--- config.mk ---
export PLATFORM = sky130hd
export DESIGN_NAME = lzc_scan
export DESIGN_NICKNAME = d
export VERILOG_FILES = /design/src/sv/lzc_pkg.sv /design/src/sv/lzc_scan.sv
export SDC_FILE = /design/constraint.sdc
export NUM_CORES = 1
export LEC_CHECK = 0
export ABC_AREA = 1
export BUFFER_PORTS_ARGS = -buffer_cell sky130_fd_sc_hd__buf_2
export CAP_MARGIN = 15
export CELL_PAD_IN_SITES_DETAIL_PLACEMENT = 0
export CELL_PAD_IN_SITES_GLOBAL_PLACEMENT = 1
export CORE_MARGIN = 2
export CORE_UTILIZATION = 48
export CTS_BUF_LIST = sky130_fd_sc_hd__clkbuf_16
export CTS_CLUSTER_SIZE = 10
export DETAILED_ROUTE_END_ITERATION = 10
export PLACE_DENSITY_LB_ADDON = 0.1
export SYNTH_ARGS = -nofsm -noshare
export SYNTH_HDL_FRONTEND = slang
export SYNTH_SLANG_ARGS = --single-unit
export TNS_END_PERCENT = 100
--- constraint.sdc ---
create_clock -name clk_i -period 11.85 [get_ports clk_i]
set_input_delay 1.185 -clock clk_i [delete_from_list [all_inputs] [get_ports clk_i]]
set_output_delay 1.185 -clock clk_i [all_outputs]
set_load 0.1 [all_outputs]
--- src/sv/lzc_pkg.sv ---
// ----------------------------------------------------------------------------
// lzc_pkg: shared types and constants of the Laplacian zero-crossing detector
// Sample and window types, request structs and the configuration register map.
// ----------------------------------------------------------------------------
package lzc_pkg;

  localparam int MAX_WIDTH   = 2048;
  localparam int SAMPLE_BITS = 16;
  localparam int COL_BITS    = $clog2(MAX_WIDTH);
  localparam int WEFF_BITS   = COL_BITS + 1;
  localparam int WIDTH_BITS  = 12;
  localparam int HEIGHT_BITS = 16;
  localparam int CONTR_BITS  = 16;
  localparam int CFG_BITS    = 16;
  localparam int MIN_SIZE    = 3;

  // Configuration register indexes.
  typedef enum logic [1:0] {
    REG_IMAGE_WIDTH  = 2'd0,
    REG_IMAGE_HEIGHT = 2'd1,
    REG_THRESHOLD    = 2'd2
  } reg_idx_e;

  localparam logic [WIDTH_BITS-1:0]  WIDTH_RST    = WIDTH_BITS'(640);
  localparam logic [HEIGHT_BITS-1:0] HEIGHT_RST   = HEIGHT_BITS'(480);
  localparam logic [CONTR_BITS-1:0]  CONTRAST_RST = CONTR_BITS'(240);

  typedef logic signed [SAMPLE_BITS-1:0] sample_t;
  typedef sample_t [8:0] win_t;

  typedef struct packed {
    logic signed [SAMPLE_BITS-1:0] laplacian_sample;
    logic                          frame_start;
  } in_req_t;

  typedef struct packed {
    logic edge_res;
    logic last;
  } out_req_t;

  // Position of one accepted sample, as seen by the pipeline.
  typedef struct packed {
    logic [COL_BITS-1:0] col;
    logic                emit;
    logic                last;
  } pos_t;

endpackage

--- src/sv/lzc_scan.sv ---
// ----------------------------------------------------------------------------
// lzc_scan: raster position tracker
// Column and row counters with frame restart, size clamping and wrap.
// ----------------------------------------------------------------------------
module lzc_scan (
  input  logic                           clk_i,
  input  logic                           rst_ni,
  input  logic                           accept_i,
  input  logic                           frame_start_i,
  input  logic [lzc_pkg::WIDTH_BITS-1:0] image_width_i,
  input  logic [lzc_pkg::HEIGHT_BITS-1:0] image_height_i,
  output lzc_pkg::pos_t                  pos_o
);

  import lzc_pkg::*;

  logic [COL_BITS-1:0]    col_q, col_d;
  logic [HEIGHT_BITS-1:0] row_q, row_d;
  logic [WEFF_BITS-1:0]   w_eff;
  logic [HEIGHT_BITS-1:0] h_eff;
  logic [COL_BITS-1:0]    col_start;
  logic [HEIGHT_BITS:0]   row_start;
  logic [COL_BITS-1:0]    col;
  logic [HEIGHT_BITS-1:0] row;
  logic [WEFF_BITS-1:0]   col_inc;
  logic [HEIGHT_BITS:0]   row_inc;

  always_comb begin
    if (image_width_i < WIDTH_BITS'(MIN_SIZE)) begin
      w_eff = WEFF_BITS'(MIN_SIZE);
    end else if ({1'b0, image_width_i} > (WIDTH_BITS+1)'(MAX_WIDTH)) begin
      w_eff = WEFF_BITS'(MAX_WIDTH);
    end else begin
      w_eff = WEFF_BITS'(image_width_i);
    end
    h_eff = (image_height_i < HEIGHT_BITS'(MIN_SIZE)) ? HEIGHT_BITS'(MIN_SIZE)
                                                      : image_height_i;

    // Position of the incoming sample, after restart and any wrap from a resize.
    col_start = frame_start_i ? '0 : col_q;
    row_start = frame_start_i ? '0 : {1'b0, row_q};
    if ({1'b0, col_start} >= w_eff) begin
      col_start = '0;
      row_start = row_start + 1'b1;
    end
    if (row_start >= {1'b0, h_eff}) begin
      row_start = '0;
    end
    col = col_start;
    row = row_start[HEIGHT_BITS-1:0];

    // Position that the following sample will take.
    col_inc = {1'b0, col} + 1'b1;
    row_inc = {1'b0, row} + 1'b1;
    if (col_inc >= w_eff) begin
      col_d = '0;
      row_d = (row_inc >= {1'b0, h_eff}) ? '0 : row_inc[HEIGHT_BITS-1:0];
    end else begin
      col_d = col_inc[COL_BITS-1:0];
      row_d = row;
    end

    pos_o.col  = col;
    pos_o.emit = (row >= HEIGHT_BITS'(2)) && (col >= COL_BITS'(2));
    pos_o.last = (row == h_eff - 1'b1) && ({1'b0, col} == w_eff - 1'b1);
  end

  always_ff @(posedge clk_i or negedge rst_ni) begin
    if (!rst_ni) begin
      col_q <= '0;
      row_q <= '0;
    end else if (accept_i) begin
      col_q <= col_d;
      row_q <= row_d;
    end
  end

endmodule

==> impl_metrics.toml, run 1 <==
[run_status]
status = "finished clean"

[setup_path]
max_stage_delay_ns = 0.55
crit_type = "input port to primary output"
cp.arrival_ns = 7.71
cp.required_ns = 10.67
critPathCaptureType = "primary output"
cp_max_fo = 30
cpMostUsedCell = "nand2_1"
cp-start-kind = "input port"
cpMaxStageDelayCell = "o21ai_1"

[clock_tree]
tritoncts = "built"
clock_latency_ns = 0.27
htree_num_levels = 1
clk_pin_slew_ns = 0.07
cts_root_buf = "clkbuf_16"
cts_setup_buffers = 0
clock_sinks = 27
cts_buffer_depth = 2
numCtsBuffers = 3
cts_hold_buf = 0
cts.repair.resized = 0

[synthesis]
netlist_area_sq_mm = 0.00579
synth_cells = 923
synthFlopType = "dfrtp_1"
syn_avg_cell_area_sq_um = 6.27
async_reset_ff_share_pct = 100
synth_seq_cells = 27
synth.distinct_cells = 56
synth_top_cell_by_area = "nand2_1"
synth_warnings = 0
synth_area_leaders = "nand2_1 16%, ha_1 13%, dfrtp_1 12%, inv_1 10%, xor2_1 6.1%"
synthesis.nets = 1017
yosysSeqAreaShare_pct = 11.7
synth_edf_count = 0
synth.top_cell.area_share_pct = 15.9

[routing]
viasPerCell = 5.34
drt_iter0_drc = 496
drt_wl_total_mm = 18.0
drc = 0
first_pass_iters = 5
routed-via-count = 5903
wl_per_cell_um = 16.3
ant_nets = 0

[floorplanning]
die_area_sq_mm = 0.0130
core_sq_mm = 0.0119
die_w_um = 114
die_y_um = 114
num_rows = 40
ios = 45
initial_utilization_pct = 48.6

[layout]
antenna_cells = 0
final_cells = 1105
final_area_sq_mm = 0.00614
drive_above_1_share_pct = 15.8
nets = 1053
syn_to_final_growth_pct = 5.96

[placed_design]
placed_area_sq_mm = 0.00605
globalplace.congestion = 0.992
detailed_place_hpwl_mm = 15.4
portBuffers = 44
dp.cells = 1101

[sta]
fmax_ghz = 0.112
setup_violations = 0
worstMarginPinSlew_ns = 0.823
relSlewSlack_pct = 45.0
skew_ns = 0.00682
min_period_ns = 8.89
finalHoldViolations = 0
finalCritPeriodShare_pct = 75.0
fin_tns_setup_ns = 0
rsz0062_at_grt = "false"
fin_hold_ws_ns = 0.492
slew_viol_final = 0

[grt]
grt_usage_pct = 28.8
grt_max_degree = 37
grt_pass1_vias = 5606
antenna_found_initial = 0
grt_pass1_wl_mm = 29.4
grt-ovfl-total = 0

[job]
max-cap-violations = 0

[min_path]
hp-class = "flop to flop"

[power_and_ir_drop]
peakVddDrop_uv = 44.9
leakage_nw = 3.47
powerDensity_mw_per_mm2 = 70.8
-- worst paths after layout --
kind	end	from	depth (start not counted)	slack, ns
worst max-delay path	pos_o[0]	image_width_i[11]	41	2.96
worst min-delay path	row_q[0]	row_q[0]	2	0.49
worst max register to register	row_q[12]	col_q[10]	42	4.64
worst min register to register	row_q[0]	row_q[0]	2	0.49
max in group asynchronous	row_q[12]	rst_ni	1	10.52
min in group asynchronous	col_q[9]	rst_ni	1	0.92
-- cells by family (layout without fill, tap and decap cells) --
logic type / count (synthesis) / in the layout / synth area share, %
AND/OR/NAND/NOR: 501 / 501 / 43.7
buffers and inverters: 193 / 228 / 14.3
flip-flops: 27 / 27 / 11.7
AO/OA/AOI/OAI: 96 / 96 / 9.85
XOR/XNOR: 44 / 44 / 7.11
adder cells (fa/ha/maj): 62 / 62 / 13.4
-- layout make-up --
| cell class | instances | area [sq um] |
|---|---|---|
| clock inverters | 1 | 7.51 |
| flip-flops and latches | 27 | 676 |
| multi-input cells | 703 | 4290 |
| clock buffers | 3 | 75.1 |
| repair buffers | 45 | 228 |
| inverters | 179 | 677 |
| well taps | 147 | 184 |
| fillers | 1272 | 5780 |
-- routing by layer --
metal | up-vias | global-route usage (%) | part of all wire [%]
met5 | - | 0 | 0
li1 | 2992 | - | -
met1 | 2683 | 44.0 | 49
met3 | 22 | 1.22 | 7.1
met2 | 206 | 45.1 | 42
met4 | 0 | 6.18 | 1.7
-- state kept, by name, indices dropped and copies added (netlist names) --
signal / count
row_q: 16
col_q: 11
-- cell usage in the layout, fill, tap and decap left out, types with 17 or more instances in the layout --
master     n
ha_1      62
dfrtp_1   27
xor2_1    40
nand2_1  246
inv_1    157
inv_2     17
a21oi_1   32
buf_2     44
nand2_2   17
nor2_1    90
nand4_1   21
nand3_1   49
-- through the flow --
step	power [mW]	util (%)	setup WS (ns)
after floorplan	0.290	-	3.74
after global routing	0.467	51.5	2.28
final	0.434	51.5	2.96
after detailed placement	0.351	50.8	3.07
after global placement	0.348	50.8	3.10
after CTS	0.433	51.5	3.04
-- where the power goes --
group / internal, mW / switching, mW
clock network: 0.0461 / 0.0356
registers: 0.101 / 0.00640
logic: 0.0735 / 0.172
total: 0.220 / 0.214
-- critical path, delay by kind of cell --
| kind | cells | cell delay (ns) |
|---|---|---|
| buffers and inverters | 7 | 1.01 |
| adder cells (fa/ha/maj) | 3 | 1.00 |
| AND/OR/NAND/NOR | 28 | 3.42 |
| AO/OA/AOI/OAI | 3 | 1.08 |
-- cell usage after synthesis (2+ instances only) --
library cell / count
nand3_1: 49
nand4_1: 21
nor2_4: 14
and2_1: 3
nand3b_1: 3
clkinv_2: 2
nand2_4: 3
nor3_1: 14
buf_8: 2
dfrtp_1: 27
inv_2: 17
buf_6: 4
o21ai_2: 7
or2_2: 2
o21a_1: 3
nand3_2: 5
buf_12: 2
o21ai_0: 15
nor2_1: 90
nor4_1: 4
xnor2_1: 2
nor3_2: 4
ha_1: 62
o21ai_1: 14
o22ai_1: 15
nand3_4: 4
nand2_1: 246
clkinv_1: 2
a21oi_1: 32
nor2_2: 9
nand2_2: 17
xor2_1: 40
inv_1: 157
clkbuf_1: 4
nor2_8: 7
Power figures use the tool's default switching activity.
==> inputs of run 2 (changes only) <==
ABC_AREA = 0   (was 1)
CORE_UTILIZATION = 46   (was 48)
clock period = 9.2 ns   (was 11.85 ns; I/O delays follow)
==> run 2 against run 1 <==
Effect of this change: count of clock-buffer cells in the layout is the same; global-route usage rose by 3.0 points; synthesized cell count decreased by 27%; critical path type is now input port to flop.
==> impl_metrics.toml, run 2 <==
[grt]
grt_usage_pct = 31.8
grt_max_degree = 55
grt_pass1_wl_mm = 28.7
grt_pass1_vias = 5181
grt-ovfl-total = 0
antenna_found_initial = 0

[routing]
ant_nets = 0
wl_per_cell_um = 21.7
viasPerCell = 6.28
drt_wl_total_mm = 19.1
routed-via-count = 5534
first_pass_iters = 7
drt_iter0_drc = 505
drc = 0

[clock_tree]
numCtsBuffers = 3
clk_pin_slew_ns = 0.07
cts_root_buf = "clkbuf_16"
cts_hold_buf = 0
clock_sinks = 27
cts_buffer_depth = 2
clock_latency_ns = 0.27
tritoncts = "built"
htree_num_levels = 1

[setup_path]
critPathCaptureType = "flop"
cp.required_ns = 9.39
crit_type = "input port to flop"
reg2reg_from = "col_q[9]"
reg2regPathDepth = 33
cp.arrival_ns = 9.03
r2r_end = "row_q[5]"
cp_max_fo = 6
regToRegSetupSlack_ns = 1.40
cpMaxStageDelayCell = "or4_4"
cp-start-kind = "input port"
cpMostUsedCell = "a21oi_1"
max_stage_delay_ns = 0.61

[layout]
final_common_cell = "nor2_1"
layout_common_cells = "69 x nor2_1, 61 x ha_1, 55 x nand2_1, 46 x inv_1, 44 x buf_2"
regMostFlops = "row_q"
largest_reg_flops = 16
drive_above_1_share_pct = 17.9
final_area_sq_mm = 0.00582
syn_to_final_growth_pct = 15.2
final_cells = 881
reg_top3 = "row_q x16, col_q x11"
nets = 836
antenna_cells = 0

[synthesis]
synthTopCellsByCount = "71 x nor2_1, 62 x ha_1, 55 x nand2_1"
synth_warnings = 0
synthesis.nets = 769
synth_seq_cells = 27
synth.top_cell.area_share_pct = 15.4
synth_edf_count = 0
synth.distinct_cells = 77
synth_cells = 675
yosysSeqAreaShare_pct = 13.4
netlist_area_sq_mm = 0.00505
synthFlopType = "dfrtp_1"
async_reset_ff_share_pct = 100
synth_top_cell_by_area = "ha_1"
synth_area_leaders = "ha_1 15%, dfrtp_1 13%, xnor2_1 6.9%, nor2_1 5.3%, nand2_1 4.1%"
yosysMostFrequentCell = "nor2_1"
syn_avg_cell_area_sq_um = 7.48

[placed_design]
placed_area_sq_mm = 0.00558
dp.cells = 867
detailed_place_hpwl_mm = 15.0
globalplace.congestion = 1.02
portBuffers = 44

[floorplanning]
ios = 45
die_w_um = 109
die_y_um = 109
initial_utilization_pct = 46.8
die_area_sq_mm = 0.0118
core_sq_mm = 0.0108
num_rows = 38

[sta]
setup_violations = 0
skew_ns = 0.00461
fin_hold_ws_ns = 0.570
min_period_ns = 8.84
slew_viol_final = 0
fin_tns_setup_ns = 0
relSlewSlack_pct = 36.6
finalHoldViolations = 0
worstMarginPinSlew_ns = 0.945
fmax_ghz = 0.113
finalCritPeriodShare_pct = 96.1

[power_and_ir_drop]
design_power_total_mw = 0.587
powerDensity_mw_per_mm2 = 101
p_seq_share_pct = 25.9
peakVddDrop_uv = 85.7
switching_share_pct = 46.4
intPower_mw = 0.315
clkPwrFrac_pct = 17.4
leakage_nw = 2.56
p_sw_mw = 0.272
p_comb_share_pct = 56.7

[min_path]
hp-class = "flop to flop"
hold_end = "row_q[13]"
hold_depth = 2
min-delay-start = "row_q[13]"

[job]
max-cap-violations = 0

[run_status]
status = "finished clean"
run 2: changes by cell type after synthesis, moves of 14 or more:
cell / change
inv_1: -112
inv_2: -17
nand2_1: -191
nand2_2: -16
nand3_1: -16
nor2_1: -19
nor2_4: -14
nor2b_1: +14
nor3_1: +14
o21ai_0: +20
o22ai_1: -14
xnor2_1: +38
xor2_1: -21
run 2: area by class of cell:
cell class	count	area (sq um)
Clock buffer	3	75.1
Clock inverter	1	3.75
Fill cell	1048	4970
Inverter	45	169
Multi-Input combinational cell	579	4190
Sequential cell	27	676
Tap cell	140	175
Timing Repair Buffer	86	536
run 2: critical path: cells and delay by family:
family                     cells  cell delay (ns)
adders and majority gates      4             1.23
AOI/OAI and AO/OA             15             3.06
xor gates and xnor gates       1             0.20
buffers and inverters          3             0.42
muxes                          1             0.31
and+or+nand+nor               11             2.86
run 2: worst max path at each step:
stage | from | to | slack [ns] | depth (start not counted)
after detailed placement | image_width_i[8] | row_q[8] | -0.09 | 38
after global routing | image_width_i[8] | row_q[5] | -0.03 | 36
after floorplan | image_width_i[8] | pos_o[0] | 0.10 | 16
after CTS | image_width_i[8] | row_q[8] | 0.11 | 38
after global placement | image_width_i[8] | row_q[8] | 0.08 | 37
final | image_width_i[8] | row_q[5] | 0.36 | 35
run 2: repair_timing:
item | in CTS | in global routing
endpoints found under the setup margin | 0 | 16
gates resized for setup | 0 | 16
buffers inserted | 0 | 9
run 2: routing by layer:
layer  track usage, %  vias up  part of all wire, %
met4             14.8        0                  6.0
met2             56.7      245                   49
met3             3.47       69                  4.8
met5                0        -                    0
met1             38.0     2602                   40
li1                 -     2618                    -
run 2: power by group through the flow:
stage	sequential [mW]	combinational [mW]	clock, mW
after global placement	0.153	0.310	0
after global routing	0.154	0.357	0.108
after floorplan	0.144	0.219	0
after CTS	0.151	0.316	0.104
final	0.152	0.333	0.102
after detailed placement	0.153	0.314	0
run 2: kinds of logic after synthesis:
family                   after synthesis  synth area share, %
multiplexers                           5                 1.09
adder cells (fa/ha/maj)               62                 15.4
XOR/XNOR                              63                 12.0
buffers and inverters                 70                 5.84
AND/OR/NAND/NOR                      293                 30.0
AO/OA/AOI/OAI                        155                 22.4
flip-flops                            27                 13.4
run 2: stage by stage:
step                util [%]  setup slack, ns
floorplan                  -            0.104
global placement        51.7           0.0813
detailed placement      51.7          -0.0896
CTS                     52.4            0.110
global route            53.9          -0.0327
finish                  53.9            0.357
