`config.mk`:
```
export PLATFORM = sky130hd
export DESIGN_NAME = lzc_xing
export DESIGN_NICKNAME = d
export VERILOG_FILES = /design/src/sv/lzc_pkg.sv /design/src/sv/lzc_xing.sv
export SDC_FILE = /design/constraint.sdc
export NUM_CORES = 1
export LEC_CHECK = 0
export BUFFER_PORTS_ARGS = -buffer_cell sky130_fd_sc_hd__buf_4
export CAP_MARGIN = 30
export CELL_PAD_IN_SITES_DETAIL_PLACEMENT = 1
export CELL_PAD_IN_SITES_GLOBAL_PLACEMENT = 1
export CORE_ASPECT_RATIO = 0.75
export CORE_MARGIN = 4
export CORE_UTILIZATION = 28
export DETAILED_ROUTE_END_ITERATION = 7
export GPL_ROUTABILITY_DRIVEN = 1
export PLACE_DENSITY_LB_ADDON = 0.1
export SLEW_MARGIN = 20
export SYNTH_ARGS = -nofsm -noshare
export SYNTH_HDL_FRONTEND = slang
export SYNTH_SLANG_ARGS = --single-unit
```
`constraint.sdc`:
```
create_clock -name vclk -period 13.1
set_input_delay 1.31 -clock vclk [all_inputs]
set_output_delay 1.31 -clock vclk [all_outputs]
set_load 0.005 [all_outputs]
```
`src/sv/lzc_pkg.sv`:
```
// ----------------------------------------------------------------------------
// lzc_pkg: shared types and constants of the Laplacian zero-crossing detector
// Sample and window types, request structs and the configuration register map.
// ----------------------------------------------------------------------------
package lzc_pkg;

  localparam int MAX_WIDTH   = 2048;
  localparam int SAMPLE_BITS = 16;
  localparam int COL_BITS    = $clog2(MAX_WIDTH);
  localparam int WEFF_BITS   = COL_BITS + 1;
  localparam int WIDTH_BITS  = 12;
  localparam int HEIGHT_BITS = 16;
  localparam int CONTR_BITS  = 16;
  localparam int CFG_BITS    = 16;
  localparam int MIN_SIZE    = 3;

  // Configuration register indexes.
  typedef enum logic [1:0] {
    REG_IMAGE_WIDTH  = 2'd0,
    REG_IMAGE_HEIGHT = 2'd1,
    REG_THRESHOLD    = 2'd2
  } reg_idx_e;

  localparam logic [WIDTH_BITS-1:0]  WIDTH_RST    = WIDTH_BITS'(640);
  localparam logic [HEIGHT_BITS-1:0] HEIGHT_RST   = HEIGHT_BITS'(480);
  localparam logic [CONTR_BITS-1:0]  CONTRAST_RST = CONTR_BITS'(240);

  typedef logic signed [SAMPLE_BITS-1:0] sample_t;
  typedef sample_t [8:0] win_t;

  typedef struct packed {
    logic signed [SAMPLE_BITS-1:0] laplacian_sample;
    logic                          frame_start;
  } in_req_t;

  typedef struct packed {
    logic edge_res;
    logic last;
  } out_req_t;

  // Position of one accepted sample, as seen by the pipeline.
  typedef struct packed {
    logic [COL_BITS-1:0] col;
    logic                emit;
    logic                last;
  } pos_t;

endpackage

```
`src/sv/lzc_xing.sv`:
```
// ----------------------------------------------------------------------------
// lzc_xing: zero-crossing test on a 3x3 window
// Compares the centre with its eight neighbours in parallel.
// ----------------------------------------------------------------------------
module lzc_xing (
  input  lzc_pkg::win_t                  win_i,
  input  logic [lzc_pkg::CONTR_BITS-1:0] threshold_i,
  output logic                           edge_o
);

  import lzc_pkg::*;

  logic signed [SAMPLE_BITS:0] diff [9];
  logic        [SAMPLE_BITS:0] mag  [9];
  logic        [8:0]           hit;
  sample_t                     ctr;

  always_comb begin
    ctr = win_i[4];
    for (int k = 0; k < 9; k++) begin
      diff[k] = (SAMPLE_BITS+1)'(ctr) - (SAMPLE_BITS+1)'(win_i[k]);
      mag[k]  = diff[k][SAMPLE_BITS] ? (SAMPLE_BITS+1)'(-diff[k])
                                     : (SAMPLE_BITS+1)'(diff[k]);
      // Opposite strict signs only; a zero on either side never counts.
      hit[k]  = (k != 4)
             && (((ctr > 0) && (win_i[k] < 0)) || ((ctr < 0) && (win_i[k] > 0)))
             && (mag[k] >= (SAMPLE_BITS+1)'(threshold_i));
    end
    edge_o = |hit;
  end

endmodule

```
==> results.yml, run 1 <==
floorplanning:
  start_util: 0.284
  pin_count: 161
  die_area_um2: 49000
  die_h_um: 193
  core_um2: 44800
  std_cell_rows: 67
  die_w_um: 254
yosys:
  syn_nets: 2251
  synth_top_area_share: 0.259
  synth_area_leaders: "ha_1 (26%), xnor2_1 (7.5%), a21oi_1 (5.3%), inv_1 (5.2%), xor2_1 (5.0%)"
  yosysWarnings: 0
  ys_types: 84
  syn_inst: 1819
  synth_area_per_cell_um2: 7.00
  synth_area_um2: 12700
  yosys-top-cells-count: "ha_1 (264), inv_1 (177), nor2_1 (155)"
  seq_area_frac_synth: 0
  post-synth-top-count-cell: "ha_1"
  synth_top_cell_by_area: "ha_1"
worst_setup_path:
  critPathRequiredTime_ns: 11.79
  path_class: "in -> out"
  start_kind: "input port"
  worstPathArrival_ns: 7.38
  cp_max_fo: 8
  cp-end-kind: "output pin"
final_layout:
  nFlopsAndLatches: 0
  register_area_um2: 0
  area_growth_pct: 14.7
  utilization: 0.326
  fin_cells: 2543
  drive_gt1_frac: 0.108
  nNetsFinal: 2391
  diodes: 0
  nClkBuffers: 0
placed_design:
  dp.cells: 2542
  dp.final_hpwl_um: 43800
  portBuffers: 161
  place.gp.congestion: 0.844
sta:
  tns_ns: 0
  setup_viol: 0
  max_freq_mhz: 115
  slew_violations: 0
  worst_pin_slew_ns: 0.894
  whs_ns: 3.53
  rsz0062_at_grt: "false"
  slew_headroom: 0.402
  finalCritPeriodShare: 0.664
  min_period_ns: 8.69
  hold_viol: 0
drt:
  viasPerCell: 5.53
  wl_per_cell_um: 21.4
  routed_wl_um: 54300
  vias: 14100
  drc: 0
  firstDrtPassIters: 5
  drt_iter0_drc: 703
  postRouteAntennaNets: 0
power:
  p_total_mw: 1.04
  internal_power_uw: 430
  p_seq_frac: 0
  p_clk_frac: 0
  cellPowerDensity_nw_per_um2: 70.9
  switching_share: 0.585
  vdd_drop_max_v: 0.0000159
  p_sw_uw: 605
  pwr-share-comb: 1.000
  p_leak_nw: 6.76
grt:
  grt.overflow.total: 0
  grt_pass1_wl_um: 82400
  grt_use_total: 0.214
  first_global_vias: 14100
  grt_max_degree: 18
  antenna_found_initial: 1
flow_run:
  maxCapViolations: 0
min_path:
  min_to: "edge_o"
  min_path_type: "in -> out"
  worstHoldStart: "win_i[111]"
  hold_path_depth: 7
clocking:
  postCtsResizedCells: 0
  cts_setup_buffers: 0
  cts_hold_buf: 0
run_status:
  status: "complete, no violations"
-- power by group through the flow --
stage	clock network [mW]	registers [mW]	logic, mW
4_1_cts	0	0	1.03
3_5_place_dp	0	0	1.03
6_report	0	0	1.04
2_1_floorplan	0	0	0.728
3_3_place_gp	0	0	1.00
5_1_grt	0	0	1.17
-- worst max-delay path: stages --
cell	delay, ns
buf_4	0.12
inv_1	0.47
ha_1	0.30
fa_1	0.22
nor2b_1	0.07
o31a_1	0.28
o21ai_1	0.36
xnor2_1	0.21
nor2b_1	0.14
or4b_1	0.46
nor3_1	0.25
nor3b_1	0.33
a21oi_1	0.14
xnor2_1	0.18
ha_1	0.22
nor4_1	0.24
o21ai_0	0.14
a2111oi_0	0.48
o311ai_0	0.36
a2111oi_0	0.35
nand4_1	0.13
nor4_1	0.25
nand3_1	0.17
buf_4	0.17
-- cells by family (layout without fill, tap and decap cells) --
logic type                 after synthesis  after routing  synth area share
AOI/OAI and AO/OA                      546            546             0.288
muxes                                    8              8           0.00649
and+or+nand+nor                        607            607             0.248
adders and majority gates              272            272             0.272
xor gates and xnor gates               181            181             0.124
buffers and inverters                  205            343            0.0610
-- layer usage --
layer / up-vias / wire length (um) / part of all wire / global-route usage
li1: 7034 / - / - / -
met4: 0 / 554 / 0.010 / 0.0181
met5: - / 0 / 0 / 0
met3: 21 / 2040 / 0.038 / 0.00849
met1: 6758 / 28200 / 0.52 / 0.325
met2: 252 / 23600 / 0.43 / 0.348
-- layout by cell type, fill, tap and decap left out, drive strengths merged, types with 11 or more instances in the layout --
cell type,synthesis,routed
a2111oi,12,12
a31oi,27,27
o31ai,23,23
buf,3,165
xor2,72,72
inv,177,177
nand3,44,44
nor3,53,53
nor2,155,155
and2,17,17
o211ai,16,16
a41oi,11,11
o21a,33,33
nor2b,49,49
ha,264,264
o31a,16,16
or2,19,19
and3,17,17
a211oi,27,27
nand2b,29,29
nand4,32,32
nand2,104,104
a21o,41,41
a21oi,135,135
xnor2,109,109
nor4,39,39
o21ai,110,110
-- layout make-up --
cell class / instances / area (um^2)
Tap cell: 586 / 733
Inverter: 177 / 664
Timing Repair Buffer: 166 / 1250
Multi-Input combinational cell: 1614 / 12000
Fill cell: 5640 / 30200
-- worst max-delay path by stage --
| stage | startpoint | to | cells after the start | slack (ns) |
|---|---|---|---|---|
| 2_1_floorplan | win_i[64] | edge_o | 23 | 5.86 |
| 3_3_place_gp | win_i[64] | edge_o | 25 | 4.61 |
| 3_5_place_dp | win_i[64] | edge_o | 25 | 4.50 |
| 4_1_cts | win_i[64] | edge_o | 25 | 4.46 |
| 5_1_grt | win_i[64] | edge_o | 24 | 3.75 |
| 6_report | win_i[64] | edge_o | 24 | 4.41 |
-- metrics by stage --
stage               worst slack [ns]  cell area [um^2]
CTS                             4.46             14600
global placement                4.61             14600
finish                          4.41             14600
detailed placement              4.50             14600
global route                    3.75             14600
floorplan                       5.86             12700
Note: power is estimated with default switching activity, not from simulation.
==> run 2: changes to the inputs <==
==> constraint.sdc (replaced) <==
create_clock -name vclk -period 8
set_input_delay 0.8 -clock vclk [all_inputs]
set_output_delay 0.8 -clock vclk [all_outputs]
set_load 0.005 [all_outputs]
==> results.yml, run 2 (synthesized netlist as in run 1, its figures left out) <==
run_status:
  status: "complete, no violations"
drt:
  vias: 14100
  drt_iter0_drc: 725
  postRouteAntennaNets: 0
  viasPerCell: 5.51
  routed_wl_um: 55300
  wl_per_cell_um: 21.7
  firstDrtPassIters: 4
  drc: 0
grt:
  first_global_vias: 14100
  grt_max_degree: 18
  antenna_found_initial: 0
  grt.overflow.total: 0
  grt.met1_usage: 0.320
  grt_use_met3: 0.0124
  grt.busiest_layer: "met2"
  grt_pass1_wl_um: 82900
  grt_use_total: 0.216
  gr-usage-met2: 0.352
sta:
  finalCritPeriodShare: 0.926
  rsz0062_at_grt: "false"
  setup_viol: 0
  slew_headroom: 0.451
  max_freq_mhz: 135
  worst_pin_slew_ns: 0.823
  tns_ns: 0
  hold_viol: 0
  slew_violations: 0
  min_period_ns: 7.41
flow_run:
  maxCapViolations: 0
worst_setup_path:
  cp_max_fo: 8
  critPathRequiredTime_ns: 7.20
  worstPathArrival_ns: 6.61
  path_class: "in -> out"
  cp-end-kind: "output pin"
  start_kind: "input port"
  crit_chain: "buf_4 -> clkinvlp_4 -> ha_1 -> fa_1 -> nor2b_1 -> o31a_1 -> a21oi_1 -> a21oi_1 -> nand2_1 -> or4_1 -> a2111oi_2 -> and3b_1 -> nor2_1 -> xnor2_1 -> ha_1 -> nor4_1 -> o21ai_0 -> a2111oi_1 -> o311ai_0 -> a2111oi_0 -> nand4_1 -> nor4_1 -> nand3_1 -> buf_4"
  cp-endpoint: "edge_o"
  crit_start: "win_i[64]"
  cp_slowest_cell: "or4_1"
  cp_slowest_stage_delay_ns: 0.59
floorplanning:
  die_area_um2: 49000
  std_cell_rows: 67
  pin_count: 161
  die_w_um: 254
  start_util: 0.284
  die_h_um: 193
  core_um2: 44800
min_path:
  min_path_type: "in -> out"
  worstHoldStart: "win_i[111]"
final_layout:
  diodes: 0
  drive_gt1_frac: 0.114
  register_area_um2: 0
  layout.cells.most_common: "ha_1"
  layout_common_cells: "ha_1 (264), inv_1 (175), buf_4 (174)"
  nClkBuffers: 0
  area_growth_pct: 15.6
  nNetsFinal: 2401
  nFlopsAndLatches: 0
power:
  vdd_drop_max_v: 0.0000255
  p_leak_nw: 6.80
  p_total_mw: 1.70
  cellPowerDensity_nw_per_um2: 116
placed_design:
  place.gp.congestion: 0.845
  dp.final_hpwl_um: 44500
  portBuffers: 161
clocking:
  cts_hold_buf: 0
==> run 2: cell count changes in the layout (fill, tap and decap cells not counted), sizes merged <==
cell / previous run / this run
inv: 177 / 175
clkbuf: 1 / 0
buf: 165 / 176
clkinvlp: 0 / 2
==> run 2: cell type report <==
class	instances	area [um^2]
tap	586	733
inverter	177	672
timing repair buffer	176	1330
multi-input combinational	1614	12000
fill	5616	30100
==> run 2: what timing repair did <==
item                                    in CTS  in global routing
resized for setup                            0                  6
setup buffers                                0                  3
endpoints found under the setup margin       0                  1
==> run 2: worst min-delay path by stage <==
| stage | slack, ns | endpoint | depth (start not counted) |
|---|---|---|---|
| 2_1_floorplan | 1.94 | edge_o | 4 |
| 3_3_place_gp | 2.49 | edge_o | 7 |
| 3_5_place_dp | 2.49 | edge_o | 7 |
| 4_1_cts | 2.50 | edge_o | 7 |
| 5_1_grt | 2.58 | edge_o | 7 |
| 6_report | 2.49 | edge_o | 7 |
==> run 2: layer usage <==
metal  up-vias  wire length (um)
met5         -                 0
met4         0               890
met3        37              1600
met2       220             24000
met1      6765             28800
li1       7046                 -
==> run 2: where the power goes <==
group / total (mW) / switching, mW / leakage, nW / internal (mW)
Sequential: 0 / 0 / 0 / 0
Clock: 0 / 0 / 0 / 0
Combinational: 1.70 / 0.990 / 6.80 / 0.711
Total: 1.70 / 0.990 / 6.80 / 0.711
==> run 2: worst max-delay path: cells and delay by family <==
kind                       cells  cell delay [ns]
AOI/OAI and AO/OA              8             2.11
xor gates and xnor gates       1             0.13
adders and majority gates      3             0.97
buffers and inverters          3             0.58
and+or+nand+nor                9             2.02
==> run 2: per-stage QoR <==
stage	instance area [um^2]	hold WS, ns	utilization	setup slack (ns)	instances
floorplan	12700	1.94	-	1.78	1819
global placement	14700	2.49	0.327	0.548	2549
detailed placement	14700	2.49	0.327	0.333	2549
CTS	14700	2.50	0.327	0.353	2549
global route	14700	2.58	0.328	0.0302	2553
finish	14700	2.49	0.328	0.591	2553
==> run 3: changes to the inputs <==
--- a/config.mk
+++ b/config.mk
@@ -7,7 +7,7 @@
 export LEC_CHECK = 0
 export BUFFER_PORTS_ARGS = -buffer_cell sky130_fd_sc_hd__buf_4
 export CAP_MARGIN = 30
-export CELL_PAD_IN_SITES_DETAIL_PLACEMENT = 1
+export CELL_PAD_IN_SITES_DETAIL_PLACEMENT = 0
 export CELL_PAD_IN_SITES_GLOBAL_PLACEMENT = 1
 export CORE_ASPECT_RATIO = 0.75
 export CORE_MARGIN = 4
==> results.yml, run 3 (synthesized netlist as in run 1, its figures left out) <==
power:
  p_total_mw: 1.67
  p_leak_nw: 6.81
  vdd_drop_max_v: 0.0000301
  cellPowerDensity_nw_per_um2: 113
drt:
  routed_wl_um: 52600
  wl_per_cell_um: 20.6
  drt_iter0_drc: 861
  vias: 13900
  drc: 0
  viasPerCell: 5.45
  postRouteAntennaNets: 0
  firstDrtPassIters: 5
final_layout:
  layout_common_cells: "ha_1 (264), buf_4 (177), inv_1 (175)"
  drive_gt1_frac: 0.115
  nNetsFinal: 2403
  register_area_um2: 0
  nFlopsAndLatches: 0
  diodes: 0
  fin_cells: 2555
  utilization: 0.328
  layout.cells.most_common: "ha_1"
  postLayoutCellArea_um2: 14700
  area_growth_pct: 15.6
  nClkBuffers: 0
  fillCellCount: 4865
grt:
  antenna_found_initial: 1
  first_global_vias: 12900
  grt_max_degree: 18
  grt.overflow.total: 0
  grt_pass1_wl_um: 77700
  grt_use_total: 0.205
sta:
  timing.final.ws_setup_ns: 0.470
  slew_headroom: 0.383
  setup_viol: 0
  finalCritPeriodShare: 0.941
  max_freq_mhz: 133
  slew_violations: 0
  min_period_ns: 7.53
  worst_pin_slew_ns: 0.902
  tns_ns: 0
  whs_ns: 2.51
  hold_viol: 0
worst_setup_path:
  worstPathArrival_ns: 6.73
  cp-end-kind: "output pin"
  cp.buffers_inverters: 4
  cp_max_fo: 17
  start_kind: "input port"
  cp_common_cell: "buf_4"
  cp_slowest_cell: "a2111oi_0"
  cp_slowest_stage_delay_ns: 0.82
  critPathRequiredTime_ns: 7.20
  path_delay_family: "compound AO/OA/AOI/OAI gates"
  path_class: "in -> out"
clocking:
  cts_hold_buf: 0
floorplanning:
  core_um2: 44800
  die_area_um2: 49000
  start_util: 0.284
  die_w_um: 254
  pin_count: 161
  die_h_um: 193
  std_cell_rows: 67
min_path:
  min_to: "edge_o"
  hold_path_depth: 7
  min_path_type: "in -> out"
  worstHoldStart: "win_i[111]"
flow_run:
  maxCapViolations: 0
placed_design:
  dp.cells: 2549
  portBuffers: 161
  dpl_cell_area_um2: 14700
  place.gp.congestion: 0.845
  place_ws_ns: 0.383
  dp.final_hpwl_um: 41600
run_status:
  status: "complete, no violations"
run 3: cell types whose count changed in the layout (fill, tap and decap cells not counted):
cell and change:
buf_4 +3, buf_12 -1
run 3: power breakdown:
group | switching (mW) | total (mW) | leakage (nW) | internal, mW
sequential | 0 | 0 | 0 | 0
clock | 0 | 0 | 0 | 0
combinational | 0.963 | 1.67 | 6.81 | 0.708
total | 0.963 | 1.67 | 6.81 | 0.708
run 3: worst max path at each step:
stage	start	endpoint	slack (ns)	cells after the start
finish	win_i[64]	edge_o	0.47	25
global route	win_i[64]	edge_o	-0.005	25
CTS	win_i[64]	edge_o	0.40	23
detailed placement	win_i[64]	edge_o	0.38	23
global placement	win_i[64]	edge_o	0.55	23
floorplan	win_i[64]	edge_o	1.78	23
run 3: tightest hold or removal path: cells and delay by family:
family | cells | cell delay [ns]
AO/OA/AOI/OAI | 1 | 0.08
AND/OR/NAND/NOR | 4 | 0.61
buffers and inverters | 2 | 0.21
run 3: repair_timing:
action                     in CTS  in global routing
buffers inserted                0                  5
gates resized for setup         0                  6
setup endpoints to repair       0                  1
run 3: per-layer routing:
layer | wire length, um | part of all wire | track usage
met2 | 21900 | 0.42 | 0.320
met1 | 27500 | 0.52 | 0.313
met3 | 2190 | 0.042 | 0.00957
met5 | 0 | 0 | 0
met4 | 1010 | 0.019 | 0.0329
run 3: area by class of cell:
| cell class | count | area, um^2 | area share |
|---|---|---|---|
| multi-input cells | 1614 | 12000 | 0.814 |
| well taps | 586 | 733 | 0.0498 |
| inverters | 177 | 672 | 0.0456 |
| repair buffers | 178 | 1330 | 0.0906 |
